$ cat config.mk
export PLATFORM = sky130hd
export DESIGN_NAME = vector_terminal_coordinate_encoder
export DESIGN_NICKNAME = d
export VERILOG_FILES = /design/src/hdl/vtce_pkg.sv /design/src/hdl/vtce_front.sv /design/src/hdl/vtce_queue.sv /design/src/hdl/vtce_back.sv /design/src/hdl/vector_terminal_coordinate_encoder.sv
export SDC_FILE = /design/constraint.sdc
export NUM_CORES = 1
export LEC_CHECK = 0
export ABC_AREA = 1
export BUFFER_PORTS_ARGS = -buffer_cell sky130_fd_sc_hd__buf_2
export CORE_ASPECT_RATIO = 0.7
export CORE_UTILIZATION = 35
export DETAILED_ROUTE_END_ITERATION = 16
export PLACE_DENSITY = 0.58
export SKIP_CTS_REPAIR_TIMING = 1
export SLEW_MARGIN = 20
export SYNTH_ARGS = -nofsm -noshare
export SYNTH_HDL_FRONTEND = slang
export SYNTH_SLANG_ARGS = --single-unit
$ cat constraint.sdc
create_clock -name i_clk -period 3.1 [get_ports i_clk]
set_input_delay 0.31 -clock i_clk [delete_from_list [all_inputs] [get_ports i_clk]]
set_output_delay 0.31 -clock i_clk [all_outputs]
set_load 0.005 [all_outputs]
$ cat src/hdl/vtce_pkg.sv
// shared types, byte codes and the color digit table of the coordinate encoder
package vtce_pkg;

    localparam int QUEUE_DEPTH_DEF = 2;

    localparam int CFG_IDX_W = 2;
    localparam int CFG_DATA_W = 4;
    localparam int COLOR_W = 4;
    localparam int COORD_W = 10;
    localparam int BYTE_W = 7;

    localparam logic [CFG_IDX_W-1:0] CFG_COLOR_ENABLE = 2'd0;
    localparam logic [CFG_IDX_W-1:0] CFG_BACKGROUND   = 2'd1;
    localparam logic [CFG_IDX_W-1:0] CFG_FOREGROUND   = 2'd2;

    localparam logic [BYTE_W-1:0] BYTE_ESC = 7'h1B;
    localparam logic [BYTE_W-1:0] BYTE_GS  = 7'h1D;
    localparam logic [BYTE_W-1:0] BYTE_M   = 7'h4D;
    localparam logic [BYTE_W-1:0] BYTE_L   = 7'h4C;
    localparam logic [BYTE_W-1:0] DIGIT_BG = 7'h30;
    localparam logic [BYTE_W-1:0] DIGIT_FG = 7'h31;

    localparam logic [1:0] HIGH_TAG  = 2'b01;
    localparam logic [1:0] LOW_Y_TAG = 2'b11;
    localparam logic [1:0] LOW_X_TAG = 2'b10;

    localparam int STEP_ESC   = 0;
    localparam int STEP_M     = 1;
    localparam int STEP_L     = 2;
    localparam int STEP_DIGIT = 3;
    localparam int STEP_GS    = 4;
    localparam int STEP_HY    = 5;
    localparam int STEP_LY    = 6;
    localparam int STEP_HX    = 7;
    localparam int STEP_LX    = 8;
    localparam int NUM_STEPS  = 9;

    typedef struct packed {
        logic [NUM_STEPS-1:0] mask;
        logic [BYTE_W-1:0]    digit;
        logic [BYTE_W-1:0]    high_y;
        logic [BYTE_W-1:0]    low_y;
        logic [BYTE_W-1:0]    high_x;
        logic [BYTE_W-1:0]    low_x;
    } t_cmd;

    typedef struct packed {
        logic full;
        logic empty;
    } t_queue_status;

    function automatic logic [BYTE_W-1:0] color_digit(input logic [COLOR_W-1:0] idx);
        logic [BYTE_W-1:0] d;
        case (idx)
            4'd0:    d = 7'h30;
            4'd1:    d = 7'h44;
            4'd2:    d = 7'h43;
            4'd3:    d = 7'h35;
            4'd4:    d = 7'h42;
            4'd5:    d = 7'h36;
            4'd6:    d = 7'h41;
            4'd7:    d = 7'h38;
            4'd8:    d = 7'h39;
            4'd9:    d = 7'h32;
            4'd10:   d = 7'h33;
            4'd11:   d = 7'h34;
            4'd12:   d = 7'h45;
            4'd13:   d = 7'h46;
            4'd14:   d = 7'h37;
            default: d = 7'h31;
        endcase
        return d;
    endfunction

endpackage

$ cat src/hdl/vtce_front.sv
// front end: accepts points, holds config and history, builds byte commands
module vtce_front (
    input  logic                             i_clk,
    input  logic                             i_rst_n,
    input  logic                             i_cfg_we,
    input  logic [vtce_pkg::CFG_IDX_W-1:0]   i_cfg_idx,
    input  logic [vtce_pkg::CFG_DATA_W-1:0]  i_cfg_data,
    input  logic                             i_in_valid,
    input  logic [vtce_pkg::COORD_W-1:0]     i_x_coord,
    input  logic [vtce_pkg::COORD_W-1:0]     i_y_coord,
    input  logic                             i_continue_vector,
    input  logic [vtce_pkg::COLOR_W-1:0]     i_color_index,
    input  vtce_pkg::t_queue_status          i_queue_status,
    output logic                             o_in_stall,
    output logic                             o_push,
    output vtce_pkg::t_cmd                   o_cmd
);
    import vtce_pkg::*;

    logic                r_color_enable;
    logic [COLOR_W-1:0]  r_background;
    logic [COLOR_W-1:0]  r_foreground;
    logic [BYTE_W-1:0]   r_prev_high_y, n_prev_high_y;
    logic [BYTE_W-1:0]   r_prev_low_y, n_prev_low_y;
    logic [BYTE_W-1:0]   r_prev_high_x, n_prev_high_x;
    logic [COLOR_W-1:0]  r_prev_color, n_prev_color;
    logic                r_prev_known, n_prev_known;

    logic send_color;
    logic hy_chg, ly_chg, hx_chg;
    logic accept;

    assign o_in_stall = i_queue_status.full;
    assign accept     = i_in_valid & ~i_queue_status.full;
    assign o_push     = accept;

    always_comb begin
        o_cmd.high_y = {HIGH_TAG, i_y_coord[9:5]};
        o_cmd.low_y  = {LOW_Y_TAG, i_y_coord[4:0]};
        o_cmd.high_x = {HIGH_TAG, i_x_coord[9:5]};
        o_cmd.low_x  = {LOW_X_TAG, i_x_coord[4:0]};
        if (i_color_index == r_background) begin
            o_cmd.digit = DIGIT_BG;
        end else if (i_color_index == r_foreground) begin
            o_cmd.digit = DIGIT_FG;
        end else begin
            o_cmd.digit = color_digit(i_color_index);
        end
        send_color = r_color_enable & (~r_prev_known | (i_color_index != r_prev_color));
        hy_chg = o_cmd.high_y != r_prev_high_y;
        ly_chg = o_cmd.low_y != r_prev_low_y;
        hx_chg = o_cmd.high_x != r_prev_high_x;
        o_cmd.mask             = '0;
        o_cmd.mask[STEP_ESC]   = send_color;
        o_cmd.mask[STEP_M]     = send_color;
        o_cmd.mask[STEP_L]     = send_color;
        o_cmd.mask[STEP_DIGIT] = send_color;
        o_cmd.mask[STEP_GS]    = ~i_continue_vector;
        o_cmd.mask[STEP_HY]    = hy_chg;
        o_cmd.mask[STEP_LY]    = hy_chg | ly_chg | hx_chg;
        o_cmd.mask[STEP_HX]    = hx_chg;
        o_cmd.mask[STEP_LX]    = 1'b1;
    end

    always_comb begin
        n_prev_high_y = r_prev_high_y;
        n_prev_low_y  = r_prev_low_y;
        n_prev_high_x = r_prev_high_x;
        n_prev_color  = r_prev_color;
        n_prev_known  = r_prev_known;
        if (accept) begin
            n_prev_high_y = o_cmd.high_y;
            n_prev_low_y  = o_cmd.low_y;
            n_prev_high_x = o_cmd.high_x;
            if (send_color) begin
                n_prev_color = i_color_index;
                n_prev_known = 1'b1;
            end
        end
    end

    always_ff @(posedge i_clk) begin
        if (!i_rst_n) begin
            r_color_enable <= 1'b0;
            r_background   <= 4'd0;
            r_foreground   <= 4'd15;
            r_prev_high_y  <= '0;
            r_prev_low_y   <= '0;
            r_prev_high_x  <= '0;
            r_prev_color   <= '0;
            r_prev_known   <= 1'b0;
        end else begin
            r_prev_high_y <= n_prev_high_y;
            r_prev_low_y  <= n_prev_low_y;
            r_prev_high_x <= n_prev_high_x;
            r_prev_color  <= n_prev_color;
            r_prev_known  <= n_prev_known;
            if (i_cfg_we) begin
                case (i_cfg_idx)
                    CFG_COLOR_ENABLE: r_color_enable <= i_cfg_data[0];
                    CFG_BACKGROUND:   r_background   <= i_cfg_data[COLOR_W-1:0];
                    CFG_FOREGROUND:   r_foreground   <= i_cfg_data[COLOR_W-1:0];
                    default:          ;
                endcase
            end
        end
    end

endmodule

$ cat src/hdl/vtce_queue.sv
// command queue between the front end and the byte sequencer
module vtce_queue #(
    parameter int DEPTH = vtce_pkg::QUEUE_DEPTH_DEF
) (
    input  logic                     i_clk,
    input  logic                     i_rst_n,
    input  logic                     i_push,
    input  vtce_pkg::t_cmd           i_push_cmd,
    input  logic                     i_pop,
    output vtce_pkg::t_cmd           o_head_cmd,
    output vtce_pkg::t_queue_status  o_status
);
    import vtce_pkg::*;

    localparam int PTR_W = (DEPTH > 1) ? $clog2(DEPTH) : 1;
    localparam int CNT_W = $clog2(DEPTH + 1);
    localparam logic [PTR_W-1:0] LAST_PTR = PTR_W'(DEPTH - 1);
    localparam logic [CNT_W-1:0] FULL_CNT = CNT_W'(DEPTH);

    t_cmd             r_mem [DEPTH];
    logic [PTR_W-1:0] r_wr_ptr, n_wr_ptr;
    logic [PTR_W-1:0] r_rd_ptr, n_rd_ptr;
    logic [CNT_W-1:0] r_count, n_count;

    assign o_head_cmd     = r_mem[r_rd_ptr];
    assign o_status.full  = r_count == FULL_CNT;
    assign o_status.empty = r_count == '0;

    always_comb begin
        n_wr_ptr = r_wr_ptr;
        n_rd_ptr = r_rd_ptr;
        n_count  = r_count;
        if (i_push) begin
            n_wr_ptr = (r_wr_ptr == LAST_PTR) ? '0 : r_wr_ptr + 1'b1;
        end
        if (i_pop) begin
            n_rd_ptr = (r_rd_ptr == LAST_PTR) ? '0 : r_rd_ptr + 1'b1;
        end
        if (i_push && !i_pop) begin
            n_count = r_count + 1'b1;
        end else if (!i_push && i_pop) begin
            n_count = r_count - 1'b1;
        end
    end

    always_ff @(posedge i_clk) begin
        if (!i_rst_n) begin
            r_wr_ptr <= '0;
            r_rd_ptr <= '0;
            r_count  <= '0;
        end else begin
            r_wr_ptr <= n_wr_ptr;
            r_rd_ptr <= n_rd_ptr;
            r_count  <= n_count;
        end
    end

    always_ff @(posedge i_clk) begin
        if (i_push) begin
            r_mem[r_wr_ptr] <= i_push_cmd;
        end
    end

endmodule

$ cat src/hdl/vtce_back.sv
// byte sequencer: walks the step mask of each command into the output register
module vtce_back (
    input  logic                          i_clk,
    input  logic                          i_rst_n,
    input  vtce_pkg::t_cmd                i_head_cmd,
    input  vtce_pkg::t_queue_status       i_queue_status,
    output logic                          o_pop,
    input  logic                          i_out_stall,
    output logic                          o_out_valid,
    output logic [vtce_pkg::BYTE_W-1:0]   o_out_byte,
    output logic                          o_last_byte
);
    import vtce_pkg::*;

    t_cmd                 r_cmd, n_cmd;
    logic [NUM_STEPS-1:0] r_mask, n_mask;
    logic                 r_out_valid, n_out_valid;
    logic [BYTE_W-1:0]    r_out_byte, n_out_byte;
    logic                 r_out_last, n_out_last;

    logic                 advance;
    logic [NUM_STEPS-1:0] lowest;
    logic [NUM_STEPS-1:0] rest;
    logic [BYTE_W-1:0]    step_byte [NUM_STEPS];
    logic [BYTE_W-1:0]    pick;

    assign advance = ~r_out_valid | ~i_out_stall;
    assign lowest  = r_mask & (~r_mask + 1'b1);
    assign rest    = r_mask & ~lowest;
    assign o_pop   = ~i_queue_status.empty & ((r_mask == '0) | (advance & (rest == '0)));

    always_comb begin
        step_byte[STEP_ESC]   = BYTE_ESC;
        step_byte[STEP_M]     = BYTE_M;
        step_byte[STEP_L]     = BYTE_L;
        step_byte[STEP_DIGIT] = r_cmd.digit;
        step_byte[STEP_GS]    = BYTE_GS;
        step_byte[STEP_HY]    = r_cmd.high_y;
        step_byte[STEP_LY]    = r_cmd.low_y;
        step_byte[STEP_HX]    = r_cmd.high_x;
        step_byte[STEP_LX]    = r_cmd.low_x;
        pick = '0;
        for (int i = 0; i < NUM_STEPS; i++) begin
            if (lowest[i]) begin
                pick = pick | step_byte[i];
            end
        end
    end

    always_comb begin
        n_cmd       = r_cmd;
        n_mask      = r_mask;
        n_out_valid = r_out_valid;
        n_out_byte  = r_out_byte;
        n_out_last  = r_out_last;
        if (advance) begin
            n_out_valid = r_mask != '0;
            n_out_byte  = pick;
            n_out_last  = lowest[STEP_LX];
            n_mask      = rest;
        end
        if (o_pop) begin
            n_cmd  = i_head_cmd;
            n_mask = i_head_cmd.mask;
        end
    end

    always_ff @(posedge i_clk) begin
        if (!i_rst_n) begin
            r_mask      <= '0;
            r_out_valid <= 1'b0;
        end else begin
            r_mask      <= n_mask;
            r_out_valid <= n_out_valid;
        end
    end

    always_ff @(posedge i_clk) begin
        r_cmd      <= n_cmd;
        r_out_byte <= n_out_byte;
        r_out_last <= n_out_last;
    end

    assign o_out_valid = r_out_valid;
    assign o_out_byte  = r_out_byte;
    assign o_last_byte = r_out_last;

endmodule

$ cat src/hdl/vector_terminal_coordinate_encoder.sv
// top level of the vector terminal coordinate encoder
//
// input channel: one request per draw point (x, y, continue flag, color index),
// taken when i_in_valid is high and o_in_stall is low. output channel: one
// terminal byte per request, taken when o_out_valid is high and i_out_stall is
// low; o_last_byte marks the closing low-x byte of a point.
// a point produces 1 to 9 bytes: optional ESC M L digit when the line color
// changes, optional GS, optional high-y, low-y, high-x, then low-x.
// the byte sequencer emits one byte per cycle unless i_out_stall holds it;
// points waiting in the queue follow with no gap. an idle sequencer moves a
// queued point into its command register, then its first byte to the output register.
// the front end keeps taking points until the command queue is full.
// configuration writes (i_cfg_we, i_cfg_idx, i_cfg_data) take effect at the
// next edge and belong to idle periods.
// synchronous reset clears the queue, the output valid flag, the address and
// color history and restores the register defaults.
// while the receiver stalls, the output byte holds and the queue fills, then
// o_in_stall rises.
module vector_terminal_coordinate_encoder #(
    parameter int QUEUE_DEPTH = vtce_pkg::QUEUE_DEPTH_DEF
) (
    input  logic                             i_clk,
    input  logic                             i_rst_n,
    input  logic                             i_cfg_we,
    input  logic [vtce_pkg::CFG_IDX_W-1:0]   i_cfg_idx,
    input  logic [vtce_pkg::CFG_DATA_W-1:0]  i_cfg_data,
    input  logic                             i_in_valid,
    output logic                             o_in_stall,
    input  logic [vtce_pkg::COORD_W-1:0]     i_x_coord,
    input  logic [vtce_pkg::COORD_W-1:0]     i_y_coord,
    input  logic                             i_continue_vector,
    input  logic [vtce_pkg::COLOR_W-1:0]     i_color_index,
    output logic                             o_out_valid,
    input  logic                             i_out_stall,
    output logic [vtce_pkg::BYTE_W-1:0]      o_out_byte,
    output logic                             o_last_byte
);
    import vtce_pkg::*;

    t_cmd          push_cmd;
    t_cmd          head_cmd;
    t_queue_status queue_status;
    logic          push;
    logic          pop;

    vtce_front u_front (
        .i_clk             (i_clk),
        .i_rst_n           (i_rst_n),
        .i_cfg_we          (i_cfg_we),
        .i_cfg_idx         (i_cfg_idx),
        .i_cfg_data        (i_cfg_data),
        .i_in_valid        (i_in_valid),
        .i_x_coord         (i_x_coord),
        .i_y_coord         (i_y_coord),
        .i_continue_vector (i_continue_vector),
        .i_color_index     (i_color_index),
        .i_queue_status    (queue_status),
        .o_in_stall        (o_in_stall),
        .o_push            (push),
        .o_cmd             (push_cmd)
    );

    vtce_queue #(
        .DEPTH (QUEUE_DEPTH)
    ) u_queue (
        .i_clk      (i_clk),
        .i_rst_n    (i_rst_n),
        .i_push     (push),
        .i_push_cmd (push_cmd),
        .i_pop      (pop),
        .o_head_cmd (head_cmd),
        .o_status   (queue_status)
    );

    vtce_back u_back (
        .i_clk          (i_clk),
        .i_rst_n        (i_rst_n),
        .i_head_cmd     (head_cmd),
        .i_queue_status (queue_status),
        .o_pop          (pop),
        .i_out_stall    (i_out_stall),
        .o_out_valid    (o_out_valid),
        .o_out_byte     (o_out_byte),
        .o_last_byte    (o_last_byte)
    );

endmodule

# Word-level counts from Yosys, hierarchy flattened
# Memory sizes are Yosys's and may differ from the RTL's. A register that Yosys moved wholly into a read port is not among the register bits.
# Index checks and enable logic that the tools add are counted.
# totals
reg_bits	89
ram_bits	70
mem_bits_ro	112
input_bits	36
output_inout_bits	10
word_cells	96
mem_count	2
# classes
add_sub_neg	5
eq_ne	9
mux	21
bitwise_logic	24
n_reduce_logical	15
# mem_list
name	depth	width	read_ports	rd_clocked_by_memory_dff	write_ports	line	text
(name not given)	16	7	1	0	0	vtce_pkg.sv:54	case (idx)
u_queue.r_mem	2	35	1	1	1	vtce_queue.sv:20	t_cmd r_mem [DEPTH];
# ops
operator	count
7-bit two-way mux	9
7-bit OR	5
9-bit bitwise AND	2
9-bit zero test	2
9-bit two-way mux	2
9-bit inverter	2
6-bit inequality test	2
5-bit two-way mux	2
9-bit by 1-bit adder with 9-bit output (second input constant)	1
9-bit nonzero test	1
4-bit equality test	2
2-bit AND reduction	4
7-bit inequality test	1
1-bit two-way mux	6
1-bit inverter	6
1-bit OR	5
1-bit bitwise AND	4
2-bit equality test (second input constant)	2
2-bit zero test	2
2-bit two-way mux	2
4-bit inequality test	1
2-bit nonzero test	2
1-bit adder (second input constant)	2
2-bit by 1-bit adder with 2-bit output (second input constant)	1
other kinds (4)	6

# Longest topological paths before layout
# depth
depth_word	17
ltp_mapped	13
mapped_depth_nobuf	13

# By module
# Synthesis repeated with hierarchy kept, for this count alone.
# unflattened
hier_cells	655
area_unflattened_um2	7868.8
# by_module_without_submodules
module	n_inst	cells_per_inst	area_per_inst_um2	seq_area_each_um2
vtce_queue	1	172	3607.2	2742.6
vtce_back	1	203	2228.4	1491.4
vtce_front	1	280	2033.2	600.6

# Worst setup path after synthesis
# No wires, ideal clock.
# synth_timing
path_type	reg2reg
from	reg u_queue.r_count[1]
to	mem u_queue.r_mem[0][0] (netlist bit) (enable)
setup_time_ns	0.419
arrival_time_ns	2.059
required_time_ns	2.681
slack_ns	0.622
stages_incl_launch_ff	5
path_buffers	1
period_less_slack_ns	2.478
path_cell_list	dfxtp_1 -> inv_1 -> o21ai_1 -> clkbuf_1 -> nor2_1
# synth_via
elab_chain_len	5
# synth_lines
item	line	text
start: declaration	vtce_queue.sv:23	logic [CNT_W-1:0] r_count, n_count;
start signal: assignment	vtce_queue.sv:54	r_count <= n_count;
2-bit equality test	vtce_queue.sv:26	assign o_status.full = r_count == FULL_CNT;
1-bit inverter	vtce_front.sv:34	assign accept = i_in_valid & ~i_queue_status.full;
1-bit bitwise AND	vtce_front.sv:34	
1-bit two-way mux	vtce_queue.sv:59	if (i_push) begin
1-bit two-way mux (not written as such)	vtce_queue.sv:60	r_mem[r_wr_ptr] <= i_push_cmd;
end: declaration	vtce_queue.sv:20	
# Every way passes these cells.

# Worst setup path in the final report
# layout_timing
from	reg u_back.r_mask[3]
to	reg u_queue.r_count[1]
# layout_via
elab_chain_len	12
elab_cells_between_ends	15
cone_classes	add/sub (1); mux (1); bitwise (7); reduce/logical (6)
# layout_lines
item	line	text
start: declaration	vtce_back.sv:16	logic [NUM_STEPS-1:0] r_mask, n_mask;
start signal: assignment	vtce_back.sv:73	r_mask <= n_mask;
9-bit inverter	vtce_back.sv:28	assign lowest = r_mask & (~r_mask + 1'b1);
9-bit by 1-bit adder with 9-bit output	vtce_back.sv:28	
9-bit bitwise AND	vtce_back.sv:28	
9-bit inverter	vtce_back.sv:29	assign rest = r_mask & ~lowest;
9-bit bitwise AND	vtce_back.sv:29	
9-bit zero test	vtce_back.sv:30	assign o_pop = ~i_queue_status.empty & ((r_mask == '0) | (advance & (rest == '0)));
1-bit bitwise AND	vtce_back.sv:30	
1-bit OR (*)	vtce_back.sv:30	
1-bit bitwise AND (*)	vtce_back.sv:30	
1-bit zero test	vtce_queue.sv:39	if (i_push && !i_pop) begin
1-bit logical AND	vtce_queue.sv:39	
2-bit two-way mux or 2-bit nonzero test (tied branches)	n/a	
# Mark *: on every way between the ends. The rest lies on a longest branch, timed or not.
# A chain may end at the register's enable or synchronous reset.

==> results.md <==
- Status: completed
- H-tree levels: 4
- Critical Path AT: 2.54 ns
- Clk sinks: 141
- Clock skew: 0.0127 ns
- Max FO, Critical Path: 9
- Setup WS post-layout: 0.836 ns
- Average cell area after synthesis: 10.2 um^2
- Number of global-route vias before repair: 3,830
- Hold Violations, Final: 0
- Routed Antenna Nets: 0
- Sw Share: 32.5%
- EDFF count, synth: 96
- Global-route wire length before repair: 20,100 um
- Setup Viol. Count Final: 0
- WL/cell: 14.3 um
- Crit path time final: 2.26 ns
- FFs w/ async S/R, synth: 0%
- Layout cell share with drive strength beyond 1: 16.0%
- Initial Utilization: 36.0%
- Clock-pin slew on the worst setup and hold paths: 0.06 ns
- Clock root cell: clkbuf_16
- GP Congestion: 0.853
- I/O Pins: 46
- Yosys cell types: 40
- Pins Over Slew Limit: 0
- Crit path launch type: flip-flop
- VDD IR-drop max: 0.000422 V
- Dominant cells by area after synthesis: edfxtp_1, dfxtp_1, nand2_1, a21oi_1, o21ai_0
- Total negative slack: 0 ns
- Achievable frequency: 442 MHz
- Post-Route Utilization: 42.8%
- Cell at the slowest stage of the critical path: dfxtp_1
- Placement Setup Slack: 0.879 ns
- Nets: 673
- Switching pwr: 0.00215 W
- Vias after detailed routing: 4,150
- TritonCTS clock tree: yes
- Sequential area share after synthesis: 64.4%
- Core box area: 16,300 um^2
- Critical path cell sequence: nor2_1 -> nand2_2 -> nor2_2 -> nor2_1 -> nor2_2 -> nand2_2 -> nand2_4 -> nand2_4 -> ha_1 -> a21oi_1 -> o21ai_0 -> o21ai_0 -> a21oi_1
- RSZ-0062 raised after global routing: false
- Area of the mapped netlist: 5880 um^2
- Layout area overhead: 19.0%
- Critical path's largest stage delay: 0.37 ns
- Slew margin rel.: 54.1%
- Min-delay src: i_x_coord[4]
- LEAKAGE: 2.84 nW
- DP Wirelength: 8710 um
- Clock Latency Late Sink: 0.41 ns
- Final instance area: 7000 um^2
- Synthesis warning total: 0
- Synth Flop Type: edfxtp_1
- Int Pwr: 0.00447 W
- R2R Path Start: u_back.r_mask[3]
- Crit path capture type: flip-flop
- Antenna violations before repair: 0
- Die width: 157 um
- Tcrit/Tclk final: 73.0%
- Net count after synthesis: 618
- Combinational Power Share: 26.2%
- CP Launch Point: u_back.r_mask[3]
- Max-cap violations: 0
- Die height: 110 um
- GRT Total Usage: 15.4%
- Total wire length: 12,400 um
- Post-synthesis instance total: 576
- Pwr dens: 946 nW/um^2
- Slew of the pin with the lowest slew margin: 0.685 ns
- DR vias/cell: 4.78
- Drt pass-1 iters: 4
- Worst Path Required: 3.38 ns
- Largest net degree at the start of global routing: 32
- Power share of the clock group: 30.9%
- Die area: 17,300 um^2
- Drt initial violations: 285
- Yosys top cell by area: edfxtp_1
- HP Class: in -> reg
- Area fraction of the dominant cell type after synthesis: 49.0%
- Row count: 39
- Register share of total power: 43.0%
- Post-DP Area: 6380 um^2
- DRC: 0
- Clk buf depth: 2
- CP Class: reg -> reg
- Seq cells post-synth: 141
- Hold_ws: 0.0890 ns
- GRT Residual Overflow: 0
- # port buffers: 45
- Total CTS buffers: 17
- Antenna cells: 0
## final cells by class
type | instances | area [um^2]
clock inverter | 6 | 40.0
clock buffer | 26 | 576
inverter | 51 | 193
sequential | 141 | 3780
timing repair buffer | 52 | 278
fill | 1605 | 9350
multi-input combinational | 368 | 1840
tap | 225 | 282
## synth_stat cells (2+ instances only)
cell type / n
a211oi_1: 3
a21oi_1: 37
a21oi_2: 3
a221oi_1: 2
buf_2: 2
clkbuf_1: 13
dfxtp_1: 45
edfxtp_1: 96
ha_1: 6
inv_1: 48
nand2_1: 147
nand2_2: 5
nand2_4: 3
nand3_1: 23
nand3_2: 2
nand4_1: 5
nor2_1: 48
nor2_2: 2
nor2_4: 2
nor3_1: 4
nor4_1: 3
o2111ai_1: 5
o21ai_0: 37
o22ai_1: 3
xnor2_1: 13
xor2_1: 5
## per-stage QoR
step                      power [W]  std cells
final                       0.00662        869
after global routing        0.00703        869
after CTS                   0.00668        869
after detailed placement    0.00463        837
after global placement      0.00459        837
after floorplan             0.00403        576
## path summary, 6_finish.rpt
path	endpoint	slack, ns	depth (start not counted)
worst max-delay path	u_queue.r_count[1]	0.84	13
worst min-delay path	u_queue.r_mem[1][4]	0.09	1
worst max register to register	u_queue.r_count[1]	0.84	13
worst min register to register	u_front.r_prev_known	0.46	2
## cell usage in the layout, fill, tap and decap left out, types with 2 or more instances in the layout
master and n:
nor2_1 46, clkbuf_1 3, clkinv_4 2, o21ai_0 37, a221oi_1 2, nand3_1 23, nand2_4 3, inv_1 48
nor4_1 3, nand3_2 2, nor2_2 4, ha_1 6, edfxtp_1 96, nor2_4 2, a21oi_2 3, nand4_1 5
dfxtp_1 45, buf_2 45, buf_4 7, o2111ai_1 5, a211oi_1 3, nor3_1 4, nand2_1 147, xor2_1 5
a21oi_1 37, nand2_2 5, o22ai_1 3, clkbuf_16 22, clkinv_2 3, xnor2_1 13, inv_4 2
## logic make-up after synthesis
group | after synthesis | synth area share [%]
buf+inv | 67 | 4.34
simple gates | 247 | 18.0
fa+ha+maj | 6 | 1.28
flops | 141 | 64.4
compound gates | 96 | 9.20
mux | 1 | 0.170
xor+xnor | 18 | 2.68
## flip-flops by register name (all words and copies together), names as in the netlist, 2 cells and up, named ones only
register and flops:
u_front.r_prev_low_y 6, u_front.r_prev_color 4, u_front.r_prev_high_y 5, u_queue.r_count 2, u_back.r_mask 9, u_front.r_foreground 4, u_back.o_out_byte 7, u_front.r_prev_high_x 5
u_front.r_background 4, u_back.r_cmd 26, u_queue.r_mem 62
## critical path: cells and delay by family (launching register included)
kind                       cells  cell delay (ns)
and+or+nand+nor                8             0.94
AOI/OAI and AO/OA              4             0.51
DFF                            1             0.37
adders and majority gates      1             0.31
## per-layer routing
layer | part of all wire (%) | global-route usage (%) | vias up
met5 | 0 | 0 | -
met4 | 0.63 | 3.73 | 0
met3 | 4.8 | 3.81 | 10
met2 | 41 | 20.7 | 97
met1 | 54 | 24.2 | 1976
li1 | - | - | 2067
## power groups by stage
stage,sequential (W),clock [W],combinational (W)
after floorplan,0.00282,0,0.00121
after global placement,0.00288,0,0.00171
after detailed placement,0.00289,0,0.00175
after CTS,0.00285,0.00208,0.00175
after global routing,0.00289,0.00218,0.00197
final,0.00284,0.00204,0.00173
Note: power is estimated with default switching activity, not from simulation.
